--- src/hdl/tlv_stream_parser_core_defines.svh ---
// ----------------------------------------------------------------------------
// tlv_stream_parser_core_defines.svh
// Assertion macros shared by the TLV stream parser RTL.
// ----------------------------------------------------------------------------
`ifndef TLV_STREAM_PARSER_CORE_DEFINES_SVH
`define TLV_STREAM_PARSER_CORE_DEFINES_SVH

// Same-cycle implication, disabled while reset is low.
`define TLVSP_ASSERT_NOW(label, clk, rst_n, ante, cons, msg) \
    label: assert property (@(posedge clk) disable iff (!(rst_n)) \
        (ante) |-> (cons)) else $error(msg);

// Next-cycle implication, disabled while reset is low.
`define TLVSP_ASSERT_NEXT(label, clk, rst_n, ante, cons, msg) \
    label: assert property (@(posedge clk) disable iff (!(rst_n)) \
        (ante) |=> (cons)) else $error(msg);

`endif

--- src/hdl/tlvsp_pkg.sv ---
// ----------------------------------------------------------------------------
// tlvsp_pkg
// Types, constants and helpers for the TLV stream parser.
// ----------------------------------------------------------------------------
`timescale 1ns / 1ps
`default_nettype none

package tlvsp_pkg;

    // type (2 bytes) + length (2 bytes)
    localparam int unsigned HEADER_BYTES = 4;

    // APB register map
    localparam int unsigned PADDR_W = 3;
    localparam logic [0:0]  REG_MAX_RECORDS = 1'b0;

    typedef enum logic [1:0] {
        PH_HEADER  = 2'd0,
        PH_VALUE   = 2'd1,
        PH_STOPPED = 2'd2
    } t_phase;

    typedef enum logic [1:0] {
        ST_CONSUMED     = 2'd0,
        ST_SHORT_HEADER = 2'd1,
        ST_INCOMPLETE   = 2'd2,
        ST_LIMIT        = 2'd3
    } t_end_status;

    typedef struct packed {
        logic        record_valid;
        logic [15:0] record_type;
        logic [15:0] record_length;
        logic [31:0] record_number;
        logic [15:0] value_offset;
        logic [15:0] record_index;
        logic        buffer_done;
        t_end_status end_status;
    } t_result;

    function automatic logic [15:0] sat_inc16(input logic [15:0] v);
        return (v == 16'hFFFF) ? v : v + 16'd1;
    endfunction

    // numeric value is reported for 1, 2 and 4 byte values only
    function automatic logic is_number_len(input logic [15:0] len);
        return (len == 16'd1) || (len == 16'd2) || (len == 16'd4);
    endfunction

endpackage

`default_nettype wire

--- src/hdl/tlvsp_in_if.sv ---
// ----------------------------------------------------------------------------
// tlvsp_in_if
// Byte input channel: one buffer byte per word, last byte marked.
// ----------------------------------------------------------------------------
`timescale 1ns / 1ps
`default_nettype none

interface tlvsp_in_if;
    logic       valid;
    logic       ready;
    logic [7:0] data_byte;
    logic       end_of_buffer;

    modport source (output valid, output data_byte, output end_of_buffer, input ready);
    modport sink   (input valid, input data_byte, input end_of_buffer, output ready);
endinterface

`default_nettype wire

--- src/hdl/tlvsp_out_if.sv ---
// ----------------------------------------------------------------------------
// tlvsp_out_if
// Result channel: one record report and/or end-of-buffer status per word.
// ----------------------------------------------------------------------------
`timescale 1ns / 1ps
`default_nettype none

interface tlvsp_out_if;
    logic        valid;
    logic        ready;
    logic        record_valid;
    logic [15:0] record_type;
    logic [15:0] record_length;
    logic [31:0] record_number;
    logic [15:0] value_offset;
    logic [15:0] record_index;
    logic        buffer_done;
    logic [1:0]  end_status;

    modport source (
        output valid, output record_valid, output record_type, output record_length,
        output record_number, output value_offset, output record_index,
        output buffer_done, output end_status, input ready
    );
    modport sink (
        input valid, input record_valid, input record_type, input record_length,
        input record_number, input value_offset, input record_index,
        input buffer_done, input end_status, output ready
    );
endinterface

`default_nettype wire

--- src/hdl/tlvsp_out_skid.sv ---
// ----------------------------------------------------------------------------
// tlvsp_out_skid
// Output register plus skid register; upstream ready is registered.
// ----------------------------------------------------------------------------
`timescale 1ns / 1ps
`default_nettype none

module tlvsp_out_skid (
    input  wire                i_clk,
    input  wire                i_rst_n,
    input  wire                i_push,
    input  tlvsp_pkg::t_result i_data,
    output logic               o_can_push,
    output logic               o_valid,
    output tlvsp_pkg::t_result o_data,
    input  wire                i_ready
);

    logic               r_out_valid, n_out_valid;
    logic               r_skid_valid, n_skid_valid;
    tlvsp_pkg::t_result r_out, n_out;
    tlvsp_pkg::t_result r_skid, n_skid;
    logic               pop;

    assign pop        = r_out_valid && i_ready;
    assign o_can_push = !r_skid_valid;
    assign o_valid    = r_out_valid;
    assign o_data     = r_out;

    always_comb begin
        n_out_valid  = r_out_valid;
        n_out        = r_out;
        n_skid_valid = r_skid_valid;
        n_skid       = r_skid;
        if (pop) begin
            n_out_valid = 1'b0;
            if (r_skid_valid) begin
                n_out_valid  = 1'b1;
                n_out        = r_skid;
                n_skid_valid = 1'b0;
            end
        end
        // push only happens with the skid empty
        if (i_push) begin
            if (!n_out_valid) begin
                n_out_valid = 1'b1;
                n_out       = i_data;
            end else begin
                n_skid_valid = 1'b1;
                n_skid       = i_data;
            end
        end
    end

    always_ff @(posedge i_clk) begin
        if (!i_rst_n) begin
            r_out_valid  <= 1'b0;
            r_skid_valid <= 1'b0;
        end else begin
            r_out_valid  <= n_out_valid;
            r_skid_valid <= n_skid_valid;
        end
    end

    always_ff @(posedge i_clk) begin
        r_out  <= n_out;
        r_skid <= n_skid;
    end

endmodule

`default_nettype wire

--- src/hdl/tlv_stream_parser_core.sv ---
// ----------------------------------------------------------------------------
// tlv_stream_parser_core
// A result word is registered in the output register, or in the skid register while the output one is occupied.
// Throughput: one byte per cycle while ready is high; the byte path has one register stage of logic.
// Ready drops only when both output and skid registers hold undelivered words.
// Reset (sync, active low) clears parse state, max_records and both output stages.
// Parses 16-bit BE type, 16-bit BE length, then value bytes; reports each record up to the record limit.
// ----------------------------------------------------------------------------
`timescale 1ns / 1ps
`default_nettype none
`include "tlv_stream_parser_core_defines.svh"

module tlv_stream_parser_core (
    input  wire                                i_clk,
    input  wire                                i_rst_n,
    tlvsp_in_if.sink                           i_byte_if,
    tlvsp_out_if.source                        o_rec_if,
    // APB-style configuration port
    input  wire                                psel,
    input  wire                                penable,
    input  wire                                pwrite,
    input  wire  [tlvsp_pkg::PADDR_W-1:0]      paddr,
    input  wire  [31:0]                        pwdata,
    output logic [31:0]                        prdata,
    output logic                               pready
);

    // ------------------------------------------------------------------
    // Configuration register
    // ------------------------------------------------------------------
    logic [15:0] r_max_records;
    logic        cfg_wr;
    logic        sel_max;

    assign pready  = 1'b1;
    assign sel_max = (paddr[2] == tlvsp_pkg::REG_MAX_RECORDS);
    assign cfg_wr  = psel && penable && pwrite && pready;

    always_comb begin
        prdata = 32'd0;
        if (sel_max) begin
            prdata = {16'd0, r_max_records};
        end
    end

    // ------------------------------------------------------------------
    // Parse state
    // ------------------------------------------------------------------
    tlvsp_pkg::t_phase r_phase, n_phase;
    logic [31:0]       r_header_shift, n_header_shift;      // type in [31:16], length in [15:0]
    logic [15:0]       r_field_byte_count, n_field_byte_count;
    logic [31:0]       r_value_accumulator, n_value_accumulator;
    logic [15:0]       r_byte_offset, n_byte_offset;        // offset of the next byte, sticky at max
    logic [15:0]       r_records_seen, n_records_seen;
    logic [15:0]       r_value_start, n_value_start;

    logic               accept;
    logic               push;
    logic               can_push;
    logic               rec_complete;
    logic [15:0]        rec_len;
    tlvsp_pkg::t_result res;
    tlvsp_pkg::t_result out_word;

    assign i_byte_if.ready = can_push;
    assign accept          = i_byte_if.valid && i_byte_if.ready;
    // a word goes out when a record closes or the buffer ends
    assign push            = accept && (rec_complete || i_byte_if.end_of_buffer);

    // ------------------------------------------------------------------
    // One byte step: next state and result word
    // ------------------------------------------------------------------
    always_comb begin
        n_phase             = r_phase;
        n_header_shift      = r_header_shift;
        n_field_byte_count  = r_field_byte_count;
        n_value_accumulator = r_value_accumulator;
        n_byte_offset       = r_byte_offset;
        n_records_seen      = r_records_seen;
        n_value_start       = r_value_start;
        rec_len             = r_header_shift[15:0];
        rec_complete        = 1'b0;
        res                 = '0;

        unique case (r_phase)
            tlvsp_pkg::PH_HEADER: begin
                n_header_shift = {r_header_shift[23:0], i_byte_if.data_byte};
                if (r_field_byte_count == 16'(tlvsp_pkg::HEADER_BYTES - 1)) begin
                    // header complete: value starts after this byte
                    n_field_byte_count  = 16'd0;
                    n_value_accumulator = 32'd0;
                    n_value_start       = tlvsp_pkg::sat_inc16(r_byte_offset);
                    rec_len             = n_header_shift[15:0];
                    if (rec_len == 16'd0) begin
                        rec_complete = 1'b1;   // empty value closes at once
                    end else begin
                        n_phase = tlvsp_pkg::PH_VALUE;
                    end
                end else begin
                    n_field_byte_count = r_field_byte_count + 16'd1;
                end
            end
            tlvsp_pkg::PH_VALUE: begin
                n_value_accumulator = {r_value_accumulator[23:0], i_byte_if.data_byte};
                n_field_byte_count  = r_field_byte_count + 16'd1;
                if (n_field_byte_count == rec_len) begin
                    rec_complete = 1'b1;
                end
            end
            default: begin
                // stopped by the record limit: bytes only advance the offset
            end
        endcase

        if (rec_complete) begin
            res.record_type   = n_header_shift[31:16];
            res.record_length = rec_len;
            res.record_number = tlvsp_pkg::is_number_len(rec_len) ? n_value_accumulator : 32'd0;
            res.value_offset  = n_value_start;
            res.record_index  = r_records_seen;
            n_records_seen      = r_records_seen + 16'd1;
            n_field_byte_count  = 16'd0;
            n_value_accumulator = 32'd0;
            // limit hits only on an exact match with the count
            if ((r_max_records != 16'd0) && (n_records_seen == r_max_records)) begin
                n_phase = tlvsp_pkg::PH_STOPPED;
            end else begin
                n_phase = tlvsp_pkg::PH_HEADER;
            end
        end
        res.record_valid = rec_complete;

        n_byte_offset = tlvsp_pkg::sat_inc16(r_byte_offset);

        if (i_byte_if.end_of_buffer) begin
            res.buffer_done = 1'b1;
            priority if (n_phase == tlvsp_pkg::PH_STOPPED) begin
                res.end_status = tlvsp_pkg::ST_LIMIT;
            end else if (n_phase == tlvsp_pkg::PH_VALUE) begin
                res.end_status = tlvsp_pkg::ST_INCOMPLETE;
            end else if (n_field_byte_count != 16'd0) begin
                res.end_status = tlvsp_pkg::ST_SHORT_HEADER;
            end else begin
                res.end_status = tlvsp_pkg::ST_CONSUMED;
            end
            // fresh state for the next buffer
            n_phase             = tlvsp_pkg::PH_HEADER;
            n_header_shift      = 32'd0;
            n_field_byte_count  = 16'd0;
            n_value_accumulator = 32'd0;
            n_byte_offset       = 16'd0;
            n_records_seen      = 16'd0;
            n_value_start       = 16'd0;
        end
    end

    always_ff @(posedge i_clk) begin
        if (!i_rst_n) begin
            r_max_records       <= 16'd0;
            r_phase             <= tlvsp_pkg::PH_HEADER;
            r_header_shift      <= 32'd0;
            r_field_byte_count  <= 16'd0;
            r_value_accumulator <= 32'd0;
            r_byte_offset       <= 16'd0;
            r_records_seen      <= 16'd0;
            r_value_start       <= 16'd0;
        end else begin
            if (cfg_wr && sel_max) begin
                r_max_records <= pwdata[15:0];
            end
            if (accept) begin
                r_phase             <= n_phase;
                r_header_shift      <= n_header_shift;
                r_field_byte_count  <= n_field_byte_count;
                r_value_accumulator <= n_value_accumulator;
                r_byte_offset       <= n_byte_offset;
                r_records_seen      <= n_records_seen;
                r_value_start       <= n_value_start;
            end
        end
    end

    // ------------------------------------------------------------------
    // Output register + skid
    // ------------------------------------------------------------------
    tlvsp_out_skid u_out_skid (
        .i_clk      (i_clk),
        .i_rst_n    (i_rst_n),
        .i_push     (push),
        .i_data     (res),
        .o_can_push (can_push),
        .o_valid    (o_rec_if.valid),
        .o_data     (out_word),
        .i_ready    (o_rec_if.ready)
    );

    assign o_rec_if.record_valid  = out_word.record_valid;
    assign o_rec_if.record_type   = out_word.record_type;
    assign o_rec_if.record_length = out_word.record_length;
    assign o_rec_if.record_number = out_word.record_number;
    assign o_rec_if.value_offset  = out_word.value_offset;
    assign o_rec_if.record_index  = out_word.record_index;
    assign o_rec_if.buffer_done   = out_word.buffer_done;
    assign o_rec_if.end_status    = out_word.end_status;

    // ------------------------------------------------------------------
    // Assertions
    // ------------------------------------------------------------------
    `TLVSP_ASSERT_NOW(a_hdr_count_bound, i_clk, i_rst_n,
        r_phase == tlvsp_pkg::PH_HEADER,
        r_field_byte_count < 16'(tlvsp_pkg::HEADER_BYTES),
        "header byte count out of range")
    `TLVSP_ASSERT_NOW(a_value_count_bound, i_clk, i_rst_n,
        r_phase == tlvsp_pkg::PH_VALUE,
        r_field_byte_count < r_header_shift[15:0],
        "value byte count reached length without closing record")
    `TLVSP_ASSERT_NEXT(a_eob_clears, i_clk, i_rst_n,
        accept && i_byte_if.end_of_buffer,
        (r_phase == tlvsp_pkg::PH_HEADER) && (r_byte_offset == 16'd0)
            && (r_records_seen == 16'd0) && (r_field_byte_count == 16'd0),
        "parse state not cleared after last buffer byte")
    `TLVSP_ASSERT_NOW(a_stall_has_word, i_clk, i_rst_n,
        !i_byte_if.ready,
        o_rec_if.valid,
        "input stalled with no output word pending")

endmodule

`default_nettype wire
--- src/flat_wrapper.sv ---
// flat-port wrapper written by rule: the top's interface ports become plain ports
module tlv_stream_parser_core_flat 
  (i_clk, i_rst_n, psel, penable, pwrite, paddr, pwdata, prdata, pready, i_byte_if_valid, i_byte_if_data_byte, i_byte_if_end_of_buffer, i_byte_if_ready, o_rec_if_valid, o_rec_if_record_valid, o_rec_if_record_type, o_rec_if_record_length, o_rec_if_record_number, o_rec_if_value_offset, o_rec_if_record_index, o_rec_if_buffer_done, o_rec_if_end_status, o_rec_if_ready);
  tlvsp_in_if i_byte_if_i ();
  tlvsp_out_if o_rec_if_i ();
  input  wire i_clk;
  input  wire i_rst_n;
  input  wire psel;
  input  wire penable;
  input  wire pwrite;
  input  wire  [tlvsp_pkg::PADDR_W-1:0] paddr;
  input  wire  [31:0] pwdata;
  output logic [31:0] prdata;
  output logic pready;
  input wire logic [$bits(i_byte_if_i.valid)-1:0] i_byte_if_valid;
  input wire logic [$bits(i_byte_if_i.data_byte)-1:0] i_byte_if_data_byte;
  input wire logic [$bits(i_byte_if_i.end_of_buffer)-1:0] i_byte_if_end_of_buffer;
  output wire logic [$bits(i_byte_if_i.ready)-1:0] i_byte_if_ready;
  output wire logic [$bits(o_rec_if_i.valid)-1:0] o_rec_if_valid;
  output wire logic [$bits(o_rec_if_i.record_valid)-1:0] o_rec_if_record_valid;
  output wire logic [$bits(o_rec_if_i.record_type)-1:0] o_rec_if_record_type;
  output wire logic [$bits(o_rec_if_i.record_length)-1:0] o_rec_if_record_length;
  output wire logic [$bits(o_rec_if_i.record_number)-1:0] o_rec_if_record_number;
  output wire logic [$bits(o_rec_if_i.value_offset)-1:0] o_rec_if_value_offset;
  output wire logic [$bits(o_rec_if_i.record_index)-1:0] o_rec_if_record_index;
  output wire logic [$bits(o_rec_if_i.buffer_done)-1:0] o_rec_if_buffer_done;
  output wire logic [$bits(o_rec_if_i.end_status)-1:0] o_rec_if_end_status;
  input wire logic [$bits(o_rec_if_i.ready)-1:0] o_rec_if_ready;
  assign i_byte_if_i.valid = i_byte_if_valid;
  assign i_byte_if_i.data_byte = i_byte_if_data_byte;
  assign i_byte_if_i.end_of_buffer = i_byte_if_end_of_buffer;
  assign i_byte_if_ready = i_byte_if_i.ready;
  assign o_rec_if_valid = o_rec_if_i.valid;
  assign o_rec_if_record_valid = o_rec_if_i.record_valid;
  assign o_rec_if_record_type = o_rec_if_i.record_type;
  assign o_rec_if_record_length = o_rec_if_i.record_length;
  assign o_rec_if_record_number = o_rec_if_i.record_number;
  assign o_rec_if_value_offset = o_rec_if_i.value_offset;
  assign o_rec_if_record_index = o_rec_if_i.record_index;
  assign o_rec_if_buffer_done = o_rec_if_i.buffer_done;
  assign o_rec_if_end_status = o_rec_if_i.end_status;
  assign o_rec_if_i.ready = o_rec_if_ready;
  tlv_stream_parser_core u_core (.i_clk(i_clk), .i_rst_n(i_rst_n), .i_byte_if(i_byte_if_i), .o_rec_if(o_rec_if_i), .psel(psel), .penable(penable), .pwrite(pwrite), .paddr(paddr), .pwdata(pwdata), .prdata(prdata), .pready(pready));
endmodule
--- config.mk ---
export PLATFORM = sky130hd
export DESIGN_NAME = tlv_stream_parser_core_flat
export DESIGN_NICKNAME = d
export VERILOG_FILES = /design/src/hdl/tlvsp_pkg.sv /design/src/hdl/tlvsp_in_if.sv /design/src/hdl/tlvsp_out_if.sv /design/src/hdl/tlvsp_out_skid.sv /design/src/hdl/tlv_stream_parser_core.sv /design/src/flat_wrapper.sv
export VERILOG_INCLUDE_DIRS = /design/src /design/src/hdl
export SDC_FILE = /design/constraint.sdc
export NUM_CORES = 1
export LEC_CHECK = 0
export ABC_AREA = 1
export ABC_CLOCK_PERIOD_IN_PS = 11200
export BUFFER_PORTS_ARGS = -buffer_cell sky130_fd_sc_hd__buf_4
export CAP_MARGIN = 40
export CORE_ASPECT_RATIO = 1.4
export CORE_MARGIN = 2
export CORE_UTILIZATION = 64
export DETAILED_ROUTE_END_ITERATION = 10
export MAX_ROUTING_LAYER = met4
export PLACE_DENSITY = 0.9
export SYNTH_ARGS = -nofsm -noshare
export SYNTH_HDL_FRONTEND = slang
export SYNTH_SLANG_ARGS = --single-unit
--- constraint.sdc ---
create_clock -name i_clk -period 11.2 [get_ports i_clk]
set_clock_uncertainty 0.1 [all_clocks]
set_input_delay 1.68 -clock i_clk [delete_from_list [all_inputs] [get_ports i_clk]]
set_output_delay 1.68 -clock i_clk [all_outputs]
set_load 0.05 [all_outputs]
# Yosys cells after proc, flatten, opt, wreduce, memory -nomap -nowiden
# Cells that the tools add are included.
[totals]
reg_bits = 348
input_bits = 51
[op_classes]
addsub = 3
eq_ne = 10
mux = 46
n_bitwise = 1
n_reduce_logical = 20
[op_table]
columns = ["operator", "n"]
rows = [
  ["$mux 100", 4],
  ["$mux 16", 13],
  ["$mux 32", 6],
  ["$mux 96", 1],
  ["$pmux 32 s2", 1],
  ["$add 16x1->16 const B", 3],
  ["$eq 16x16->1", 2],
  ["$eq 16x2->1 const B", 2],
  ["$pmux 16 s2", 1],
  ["$reduce_bool 16->1", 2],
  ["$eq 16x1->1 const B", 1],
  ["$eq 16x16->1 const B", 1],
  ["$eq 16x3->1 const B", 1],
  ["$logic_not 16->1", 1],
  ["$mux 2", 8],
  ["$mux 1", 10],
  ["$logic_and 1x1->1", 7],
  ["$reduce_and 2->1", 3],
  ["$eq 2x1->1 const B", 2],
  ["$reduce_bool 2->1", 2],
  ["$logic_or 1x1->1", 3],
  ["$mux 3", 1],
  ["$eq 2x2->1 const B", 1],
  ["$logic_not 2->1", 1],
  ["other kinds (3)", 3],
]

# Longest topological paths before layout
[logic_depth]
ltp_word = 12
ltp_mapped = 22

# Modules after synthesis
# A second synthesis with hierarchy kept.
[unflattened]
hier_cells = 2678
area_unflattened_um2 = 18940.7
[by_module_without_submodules]
columns = ["mod", "instances", "cells_each", "area_per_inst_um2", "seq_area_each_um2"]
rows = [
  ["tlv_stream_parser_core", 1, 1686, 10322.4, 2922.8],
  ["tlvsp_out_skid", 1, 992, 8618.3, 5044.8],
]

# Worst setup path after synthesis
# No wires, ideal clock.
[synth_path]
kind = "input-to-reg"
startpoint = "input i_byte_if_data_byte[3]"
endpoint = "register u_core.u_out_skid.r_skid[0] (netlist name), enable pin"
t_arrival_ns = 4.641
required_time_ns = 10.647
setup_slack_ns = 6.006
cell_stages = 7
n_path_buf = 0
cell_sequence = "nor2_1 nand3_1 nor4_1 nand2_1 nand3_2 nand3_1 inv_1"
[synth_via]
elab_chain_len = 7
[synth_rtl]
columns = ["element", "line_no", "source"]
rows = [
  ["start, declared", "flat_wrapper.sv:16", "input wire logic [$bits(i_byte_if_i.data_byte)-1:0] i_byte_if_data_byte;"],
  ["$logic_not 16->1", "tlv_stream_parser_core.sv:94", "if (rec_len == 16'd0) begin"],
  ["$mux 1", "tlv_stream_parser_core.sv:94", ""],
  ["$mux 1", "tlv_stream_parser_core.sv:88", "if (r_field_byte_count == 16'(tlvsp_pkg::HEADER_BYTES - 1)) begin"],
  ["$pmux 1 s2", "tlv_stream_parser_core.sv:85", "unique case (r_phase)"],
  ["$logic_or 1x1->1", "tlv_stream_parser_core.sv:68", "assign push = accept && (rec_complete || i_byte_if.end_of_buffer);"],
  ["$logic_and 1x1->1", "tlv_stream_parser_core.sv:68", ""],
  ["$reduce_and 2->1 (no source line)", "--", ""],
  ["end signal, assigned", "tlvsp_out_skid.sv:67", "r_skid <= n_skid;"],
  ["end, declared", "tlvsp_out_skid.sv:22", "tlvsp_pkg::t_result r_skid, n_skid;"],
]
# Every way passes these cells.
# A chain may end at the register's enable or synchronous reset.

==> run summary <==
Status - complete, no violations
Maximum VDD drop - 130 uV
TNS Setup - 0 ns
Type of the worst setup path - flop to flop
CP peak stage delay - 0.68 ns
DRT Pass-1 Iters - 5
Slew margin rel. - 0.361
Slowest cell on crit path - buf_4
Multi-input logic area - 7760 um2
Crit-path cells - ha_1, nand4_1, nor2_1, nand2_1, nor2_1, nand2_2, buf_12, inv_2, buf_4, nand2_1, nand3_2, nand3_4, inv_4, buf_4, buf_16, nand2_1, o21ai_1
Core Region - 26200 um2
DP Area - 18100 um2
Hold path depth - 2
# hold bufs at CTS - 0
FF-to-FF setup slack - 5.74 ns
Vias in the first global route - 14900
Die width - 142 um
Design Area, Final - 19300 um2
Top cell by count, worst path - nand2_1
Initial Utilization - 0.651
Startpoint types - flop
WL final - 44.8 mm
Max-cap viol count - 0
Count of antenna-violating nets left after detailed routing - 0
Worst-skew pair later-pin latency - 0.52 ns
CTS tree - built
Final period utilization - 0.487
P per Cell Area - 140 nW/um2
Clk pwr share - 0.433
Initial antenna violation count - 0
Synthesis-to-finish area growth - 13.0%
Pleak - 7.82 nW
Switching pwr - 642 uW
First-pass GRT wire length - 72.2 mm
IO Count - 186
Met3 Use GR - 0.0432
Pre-CTS setup slack - 5.85 ns
Die height - 197 um
Drt initial violations - 1196
DR vias/cell - 5.85
Slew Limit Fails - 0
Comb pwr share - 0.075
Die ar. - 28000 um2
Routed vias - 15200
Grt peak-use layer - met2
Root Driver - clkbuf_16
Setup Buffers After CTS - 0
Internal - 2.06 mW
Row cnt - 70
Worst Hold Class - flop to flop
Layout cells sized above 1 - 0.175
Sequential element share of the synthesized area - 0.468
Crit end category - flop
HPWL after DPL - 29.5 mm
CTS max path bufs - 3
Yosys warns - 0
H-tree Lvls - 2
Clock transition at path regs - 0.07 ns
Critical Path AT - 5.78 ns
Final worst slack - 5.74 ns
Post-synth EDFFs - 100
Average size of a mapped cell - 7.84 um2
Syn Std Cell Area - 17000 um2
Ys flop type - dfxtp_1
Critical Path RT - 11.52 ns
Largest net degree at the start of global routing - 98
R2R depth - 17
DR DRC count - 0
Sw Ratio - 0.238
Async SR Flop Fraction - 0
Synth Register Bits - 348
GRT Total Usage - 0.328
Sequential power share - 0.492
Antenna Cells - 0
Final hold slack - 0.366 ns
Drt wl/cell - 17.2 um
Worst-Margin Slew - 0.958 ns
Total power - 2.70 mW
GPL Wtd Cong - 0.962
Number of fill cells - 1935
Synth cell types - 47
Critical Path Fanout Max - 97
TritonCTS Buffers - 34
Nets@finish - 2311
Register area - 7970 um2
RSZ-0062 raised after global routing - false
Minimum clock period - 5.46 ns
Fmax - 183 MHz
Met1 Usage GRT - 0.367
Resized cells post-CTS - 0
Final setup viols - 0
Final hold violations - 0
Clk sinks - 348
Buffers on Ports - 150
Grt met2 use - 0.577
Mapped Cells - 2173
Total gr overflow - 0
[layout by cell type, fill, tap and decap left out, drive strengths merged]
cell type | synthesis | routed
o211ai | 35 | 35
o21a | 16 | 16
inv | 161 | 162
nand2 | 491 | 491
a21oi | 144 | 144
xnor3 | 1 | 1
nand4 | 32 | 32
o22ai | 4 | 4
clkbuf | 74 | 56
a2bb2oi | 10 | 10
o21ai | 241 | 241
edfxtp | 100 | 100
nand3b | 3 | 3
and2 | 4 | 4
mux2i | 37 | 37
clkinvlp | 0 | 1
or2 | 119 | 119
dfxtp | 248 | 248
nor2 | 212 | 212
ha | 5 | 5
o31ai | 1 | 1
xnor2 | 1 | 1
nand3 | 96 | 96
nor4 | 3 | 3
conb | 2 | 17
clkinv | 3 | 6
a21o | 1 | 1
nor3 | 43 | 43
buf | 64 | 169
o21bai | 2 | 2
bufinv | 0 | 1
xor2 | 20 | 20
[synth_stat cells (3+ instances only)]
cell type    n  area [um2]
nand3_1     93         465
buf_6       18         203
o21ai_0    132         661
inv_1      153         574
nor3_1      22         110
nand4_1     30         188
nand2_2      6        37.5
inv_2        7        26.3
o22ai_1      4        25.0
a21oi_1    144         721
nor2_1     205         769
nor3_2      21         210
nand2_1    483        1810
or2_2      119         744
a2bb2oi_1   10        87.6
nor2_4       3        33.8
buf_2       21         105
clkbuf_1    74         278
nor2_2       3        18.8
nor4_1       3        18.8
mux2i_1     37         370
nand3b_1     3        22.5
and2_1       4        25.0
o21a_1      16         120
ha_1         5        62.6
o21ai_2      7        61.3
buf_1        4        15.0
o211ai_1    35         263
o21ai_1    102         510
buf_4       21         158
edfxtp_1   100        3000
clkinv_1     3        11.3
xor2_1      19         166
dfxtp_1    248        4960
[area by class of cell]
cell class,instances,area share
sequential,348,0.414
multi-input combinational,1538,0.403
timing repair buffer,169,0.0703
clock buffer,56,0.0565
inverter,164,0.0323
tap,324,0.0211
clock inverter,6,0.00279
[kinds of logic (layout without fill, tap and decap cells)]
logic type               Yosys count  after routing  synth area share
AO/OA/AOI/OAI                    454            454             0.145
XOR/XNOR                          22             22            0.0126
AND/OR/NAND/NOR                 1003           1003             0.268
other                              2             17          0.000441
buffers and inverters            302            395            0.0808
multiplexers                      37             37            0.0217
flip-flops                       348            348             0.468
adder cells (fa/ha/maj)            5              5           0.00367
[critical path: cells and delay by family, from the launching register on]
family | cells | cell delay [ns]
AOI/OAI and AO/OA | 1 | 0.14
and+or+nand+nor | 9 | 1.95
buffers and inverters | 6 | 2.14
adders and majority gates | 1 | 0.34
DFF | 1 | 0.49
[state kept, by name, indices dropped and copies added (netlist names)]
register	count
u_core.u_out_skid.o_data	100
u_core.u_out_skid.r_skid	100
u_core.r_header_shift	32
u_core.r_value_accumulator	32
u_core.r_byte_offset	16
u_core.r_field_byte_count	16
u_core.r_max_records	16
u_core.r_records_seen	16
u_core.r_value_start	16
u_core.r_phase	2
u_core.u_out_skid.o_valid	1
u_core.u_out_skid.r_skid_valid	1
[final timing paths]
path / start / end
hold reg to reg: u_core.r_value_start[3] / u_core.r_value_start[3]
hold / removal: u_core.r_value_start[3] / u_core.r_value_start[3]
setup / recovery: u_core.r_field_byte_count[0] / u_core.u_out_skid.o_data[4]
setup reg to reg: u_core.r_field_byte_count[0] / u_core.u_out_skid.o_data[4]
[power by group through the flow]
stage / sequential (mW) / clock (mW) / combinational, mW
5_1_grt: 1.33 / 1.22 / 0.216
3_3_place_gp: 1.35 / 0 / 0.193
6_report: 1.33 / 1.17 / 0.202
4_1_cts: 1.33 / 1.18 / 0.201
3_5_place_dp: 1.35 / 0 / 0.200
2_1_floorplan: 1.38 / 0 / 0.120
[through the flow]
step | cells | utilization
after floorplan | 2188 | -
after global placement | 2537 | 0.687
after detailed placement | 2543 | 0.692
after CTS | 2605 | 0.735
after global routing | 2605 | 0.735
final | 2605 | 0.735
[layer usage]
layer / vias up / part of all wire
met2: 606 / 0.51
met5: - / 0
li1: 7326 / -
met4: 0 / 0.045
met3: 154 / 0.059
met1: 7142 / 0.38
No activity file was read; power rests on OpenSTA's default activity.
